===== config.mk =====
export PLATFORM = sky130hd
export DESIGN_NAME = otsu_front
export DESIGN_NICKNAME = d
export VERILOG_FILES = /design/src/design/otsu_pkg.sv /design/src/design/otsu_front.sv
export SDC_FILE = /design/constraint.sdc
export NUM_CORES = 1
export LEC_CHECK = 0
export BUFFER_PORTS_ARGS = -buffer_cell sky130_fd_sc_hd__buf_2
export CAP_MARGIN = 10
export CELL_PAD_IN_SITES_DETAIL_PLACEMENT = 1
export CELL_PAD_IN_SITES_GLOBAL_PLACEMENT = 1
export CORE_UTILIZATION = 43
export CTS_CLUSTER_SIZE = 12
export DETAILED_ROUTE_END_ITERATION = 8
export PLACE_DENSITY_LB_ADDON = 0.1
export SYNTH_ARGS = -nofsm -noshare
export SYNTH_HDL_FRONTEND = slang
export SYNTH_SLANG_ARGS = --single-unit
export TNS_END_PERCENT = 5

===== constraint.sdc =====
create_clock -name clk -period 2.4 [get_ports clk]
set_clock_uncertainty 0.15 [all_clocks]
set_input_delay 0.12 -clock clk [delete_from_list [all_inputs] [get_ports clk]]
set_output_delay 0.12 -clock clk [all_outputs]
set_load 0.1 [all_outputs]

===== src/design/otsu_pkg.sv =====
// ----------------------------------------------------------------------------
// otsu_pkg
// Shared constants and types for the Otsu threshold block.
// ----------------------------------------------------------------------------
package otsu_pkg;

  // Default image size limit (log2 of pixel count) and histogram depth
  localparam int MAX_PIXELS_LOG2_DEF = 20;
  localparam int GRAY_LEVELS_DEF     = 256;

  // Width of the pixel port
  localparam int PIXEL_W = 8;

  // Depth of the request queue between front and back
  localparam int QUEUE_DEPTH = 4;

  // One queued pixel request: clamped level and end-of-image mark
  typedef struct packed {
    logic [PIXEL_W-1:0] level;
    logic               last;
  } item_t;

endpackage


===== src/design/otsu_front.sv =====
// ----------------------------------------------------------------------------
// otsu_front
// Accepts pixel requests, clamps the level and queues them for the back end.
// ----------------------------------------------------------------------------
module otsu_front #(
  parameter int GRAY_LEVELS = otsu_pkg::GRAY_LEVELS_DEF
) (
  input  logic                         clk,
  input  logic                         rst,
  input  logic                         in_valid,
  output logic                         in_ready,
  input  logic [otsu_pkg::PIXEL_W-1:0] pixel,
  input  logic                         last_pixel,
  output logic                         q_valid,
  input  logic                         q_ready,
  output otsu_pkg::item_t              q_item
);

  localparam int DEPTH = otsu_pkg::QUEUE_DEPTH;
  localparam int PTRW  = $clog2(DEPTH);
  localparam int CNTW  = $clog2(DEPTH + 1);
  localparam int CMPW  = otsu_pkg::PIXEL_W + 1;

  otsu_pkg::item_t entries [DEPTH];
  otsu_pkg::item_t item_in;
  logic [PTRW-1:0] wptr;
  logic [PTRW-1:0] rptr;
  logic [CNTW-1:0] count;
  logic            push;
  logic            pop;

  // Clamp levels beyond the histogram to the top bin
  always_comb begin
    item_in.last = last_pixel;
    if (CMPW'(pixel) >= CMPW'(GRAY_LEVELS)) begin
      item_in.level = otsu_pkg::PIXEL_W'(GRAY_LEVELS - 1);
    end else begin
      item_in.level = pixel;
    end
  end

  assign in_ready = (count != CNTW'(DEPTH));
  assign push     = in_valid & in_ready;
  assign q_valid  = (count != '0);
  assign pop      = q_valid & q_ready;
  assign q_item   = entries[rptr];

  // Store requests
  always_ff @(posedge clk) begin
    if (push) begin
      entries[wptr] <= item_in;
    end
  end

  // Advance pointers and occupancy
  always_ff @(posedge clk) begin
    if (rst) begin
      wptr  <= '0;
      rptr  <= '0;
      count <= '0;
    end else begin
      if (push) begin
        wptr <= (wptr == PTRW'(DEPTH - 1)) ? '0 : wptr + PTRW'(1);
      end
      if (pop) begin
        rptr <= (rptr == PTRW'(DEPTH - 1)) ? '0 : rptr + PTRW'(1);
      end
      if (push && !pop) begin
        count <= count + CNTW'(1);
      end else if (pop && !push) begin
        count <= count - CNTW'(1);
      end
    end
  end

endmodule


== Word-level counts from Yosys, hierarchy flattened ==
Memory sizes are Yosys's and may differ from the RTL's. A register that Yosys moved wholly into a read port is not among the register bits.
Cells that the tools add are included.
Storage, ports and cells
  RAM bits: 36
  logic and storage cells: 27
  memories kept: 1
  output and inout bits: 11
  register bits after elaboration: 7
Memory list
  entries: depth 4, bits a word 9, read ports 1, clocked after memory_dff 1, wr ports 1, line otsu_front.sv:24  | otsu_pkg::item_t entries [DEPTH];
Cells by class
  bitwise gates (word level): 2
  multiplexer cells: 8
  eq/ne operators: 3
  add/subtract/negate cells: 4
  reduce and logical (&&, ||, !) cells: 6
Operator list (number)
  2-bit 2-to-1 mux: 4
  3-bit 2-to-1 mux: 2
  2-bit by 1-bit adder with 2-bit output (second input constant): 2
  2-bit == test (second input constant): 2
  3-bit by 1-bit adder with 3-bit output (second input constant): 1
  3-bit != test (second input constant): 1
  3-bit nonzero test: 1
  3-bit by 1-bit subtractor with 3-bit output (second input constant): 1
  1-bit bitwise AND: 2
  1-bit logical AND: 2
  1-bit zero test: 2
  1-bit 2-to-1 mux: 2
  2-bit nonzero test: 1

== Logic depth before layout (Yosys ltp) ==
  depth after elaboration: 6
  mapped depth: 9
  gate-level depth less buffers: 8

== Worst setup path after synthesis ==
OpenSTA, ideal clock, no wires.
  path type: reg2reg
  start: register count[0]
  end: register count[2]
  arrival time: 2.518 ns
  period minus slack after synthesis: 2.738 ns
  slack: -0.338 ns
  library setup time: 0.070 ns
  stages on the path, launching flop included: 10
  path through: dfxtp_1 or3b_1 clkbuf_2 and2_4 ha_1 inv_1 fa_1 xor2_1 or3_2 a21oi_1
Between the ends
  cells in the longest elaborated chain, start to end: 5
  elaborated cells between the ends (all ways): 13
  classes of those cells: add/sub (2); eq/ne (1); mux (2); bitwise (2); reduce/logical (6)
Ends and longest elaborated chain
  start, declared: line otsu_front.sv:28  | logic [CNTW-1:0] count;
  start signal, assigned: line otsu_front.sv:69  | count <= count + CNTW'(1);
  start signal, assigned: line otsu_front.sv:71  | count <= count - CNTW'(1);
  3-bit != test *: line otsu_front.sv:42  | assign in_ready = (count != CNTW'(DEPTH));
  via in_ready: line otsu_front.sv:11  | output logic in_ready,
  1-bit bitwise AND *: line otsu_front.sv:43  | assign push = in_valid & in_ready;
  via push: line otsu_front.sv:29  | logic push;
  1-bit zero test: line otsu_front.sv:70  | end else if (pop && !push) begin
  1-bit logical AND: line otsu_front.sv:70
  2-bit nonzero test (no source line)
The timed path passes the listed nets; every way through them passes the cells marked *. The select of a mux whose other input is x is not followed.
A chain may end at the register's enable or synchronous reset.

== Worst setup path in the final report ==
  start: register count[2]
  end: register count[2]
Between the ends
  cells in the longest elaborated chain, start to end: 5
  elaborated cells between the ends (all ways): 13
  classes of those cells: add/sub (2); eq/ne (1); mux (2); bitwise (2); reduce/logical (6)
Ends and longest elaborated chain (line)
  3-bit != test *: otsu_front.sv:42
  1-bit bitwise AND *: otsu_front.sv:43
  via push: otsu_front.sv:29
  1-bit zero test: otsu_front.sv:70
  1-bit logical AND: otsu_front.sv:70
  2-bit nonzero test (no source line)
Marks and branches as above.

==> impl_metrics.csv <==
group,metric,value,unit
status,status,"complete, no violations",
yosys,syn_avg_cell_area,18.7,sq um
timing,whs,0.178,ns
timing,slew_violations,0,
detailed_routing,antenna_left,0,
timing,timing.fmax,437,MHz
place,place_area,0.00196,sq mm
yosys,ys_warn_count,0,
clock_network,clock_sinks,45,
yosys,synthFlopType,"edfxtp_1",
clock_network,post_cts_buffers,0,
worst_setup_path,worst-setup-path-type,"reg -> reg",
timing,tightest_slew,0.500,ns
clock_network,clkLatencyLatePin,0.29,ns
finish,n_antenna_cell,0,
clock_network,cts_buffer_depth,2,
global_route,overflow,0,
yosys,synth.area.top_cells,"edfxtp_1, mux4_2, dfxtp_1",
clock_network,path_clk_slew,0.07,ns
power,p_int,1480,uW
worst_setup_path,cp.required,2.48,ns
worst_setup_path,path_max_fanout,5,
detailed_routing,met1_length,1270,um
timing,fin_tns_setup,0,ns
timing,rsz0062_at_grt,"no",
timing,worst_slack,0.110,ns
floorplanning,die_h,66.3,um
yosys,synth.cell_area,0.00178,sq mm
detailed_routing,avgRoutedWirePerCell,16.0,um
floorplanning,die_area,0.00439,sq mm
power,comb_power_share,43.8,%
global_route,grt_pass1_vias,925,
yosys,yosysMostFrequentCell,"edfxtp_1",
global_route,antenna_found_initial,0,
worst_setup_path,rr_worst_depth,8,
run,cap_violations,0,
worst_setup_path,cp-end-kind,"register",
floorplanning,die_w,66.3,um
worst_hold_path,min_path_type,"in -> reg",
yosys,async_flop_share,0,%
power,p_total,2610,uW
finish,layout-drive-gt1-share,37.5,%
detailed_routing,wl_met3,119,um
clock_network,cts_tree,"yes",
worst_hold_path,min_path_cells,5,
yosys,synth-seq-cells,45,
detailed_routing,wirelength,2980,um
detailed_routing,drt-initial-drc-count,50,
yosys,syn_nets,115,
global_route,grt_pass1_wl,4680,um
timing,finalSetupViolations,0,
timing,period_share,95.4,%
timing,fin_crit,2.29,ns
place,dp_slack,0.0973,ns
yosys,netlist_top_cells_count,"edfxtp_1, dfxtp_1, mux4_2",
global_route,grt_usage,15.8,%
timing,relSlewSlack,66.9,%
floorplanning,placementRows,23,
floorplanning,ios,24,
detailed_routing,firstDrtPassIters,4,
place,place.gp.congestion,0.688,
clock_network,cts_buffers,5,
global_route,grt_max_degree,13,
yosys,synthCells,95,
yosys,synth_top_area_cell,"edfxtp_1",
finish,syn2layout_area_growth,21.4,%
worst_setup_path,arrival,2.37,ns
finish,fin_nets,155,
power,clockPowerShare,16.5,%
detailed_routing,vias_per_cell,4.90,
power,p_seq_share,39.6,%
yosys,synth_top_area_share,60.8,%
detailed_routing,drc,0,
clock_network,root_buffer,"clkbuf_8",
yosys,synth.distinct_cells,26,
timing,hold_viol_final,0,
clock_network,h-tree-depth,2,
place,dp_hpwl,2020,um
floorplanning,initial_core_util,44.7,%
power,netSwitchingPower,1130,uW
power,peakVddDrop,0.883,mV
finish,final_cell_area,0.00216,sq mm
yosys,synth_edf_count,36,
power,p_sw_share,43.4,%
detailed_routing,num_vias,911,
floorplanning,core_area,0.00397,sq mm
detailed_routing,highest_layer,"met4",
power,powerDensity,1210,mW/mm^2
yosys,ys_seq_area_share,71.0,%
worst_setup_path,startpoint_type,"register",
power,leakage,0.000793,uW
place,io_buffer_count,23,
detailed_routing,dr_wl_met2,1540,um
-- flip-flops by register name (all words and copies together) (netlist names), named ones only --
| signal | flops |
|---|---|
| entries | 36 |
| count | 3 |
| rptr | 2 |
| wptr | 2 |
-- cell type report --
class	instances	area (sq um)
well taps	50	62.6
flip-flops and latches	45	1260
multi-input cells	43	492
repair buffers	37	248
inverters	3	11.3
clock buffers	8	80.1
fillers	388	1810
-- repair_timing --
action | 4_1_cts | 5_1_grt
hold endpoints to repair | 44 | 0
hold buffers | 11 | 0
endpoints found under the setup margin | 0 | 1
resized for setup | 0 | 2
-- cells by family (layout without fill, tap and decap cells) --
| logic type | count (synthesis) | in the layout | synth area share (%) |
|---|---|---|---|
| compound gates | 5 | 5 | 1.97 |
| xor+xnor | 2 | 2 | 0.986 |
| fa+ha+maj | 7 | 7 | 5.35 |
| buf+inv | 7 | 48 | 1.62 |
| flops | 45 | 45 | 71.0 |
| mux | 12 | 12 | 13.1 |
| simple gates | 17 | 17 | 5.99 |
-- worst max-delay path: stages (launching register included) --
cell and delay, ns:
dfxtp_1 0.40, or3b_1 0.39, and2_4 0.19, ha_1 0.22, inv_1 0.07, fa_1 0.19
xor2_1 0.07, or3_2 0.40, a21oi_1 0.13
-- final timing paths --
check / start / end / slack (ns)
max: count[2] / count[2] / 0.11
min: q_ready / rptr[0] / 0.18
max reg2reg: count[2] / count[2] / 0.11
min reg2reg: wptr[1] / wptr[1] / 0.36
-- metal layers --
metal | vias up | global-route usage [%]
li1 | 445 | -
met1 | 440 | 18.6
met2 | 21 | 25.6
met3 | 5 | 5.17
met4 | 0 | 7.98
met5 | - | 0
-- cells in the final DEF, fill, tap and decap left out --
cell type and count:
buf_4 3, edfxtp_1 36, nand2_1 1, o31ai_2 2
mux4_2 9, inv_1 3, xor2_1 2, or3_1 1
dfxtp_2 2, nor2_1 3, clkbuf_8 5, dlygate4sd3_1 11
and2_4 1, and3_2 4, nor3_1 1, clkbuf_1 3
ha_1 6, dfxtp_1 7, nand2b_1 2, a21oi_1 2
mux2i_1 3, fa_1 1, nand3_1 1, buf_2 23
or3_2 2, o21ai_0 1, or3b_1 1
-- power by group through the flow --
stage | Combinational, uW | Clock [uW] | Sequential, uW
after floorplan | 990 | 0 | 1020
after global placement | 1110 | 0 | 1040
after detailed placement | 1130 | 0 | 1050
after CTS | 1150 | 441 | 1030
after global routing | 1210 | 467 | 1050
final | 1140 | 431 | 1030
-- through the flow --
step / cells / util (%)
after floorplan: 95 / -
after global placement: 167 / 49.4
after detailed placement: 167 / 49.4
after CTS: 186 / 54.2
after global routing: 186 / 54.3
final: 186 / 54.3
No activity file was read; power rests on OpenSTA's default activity.
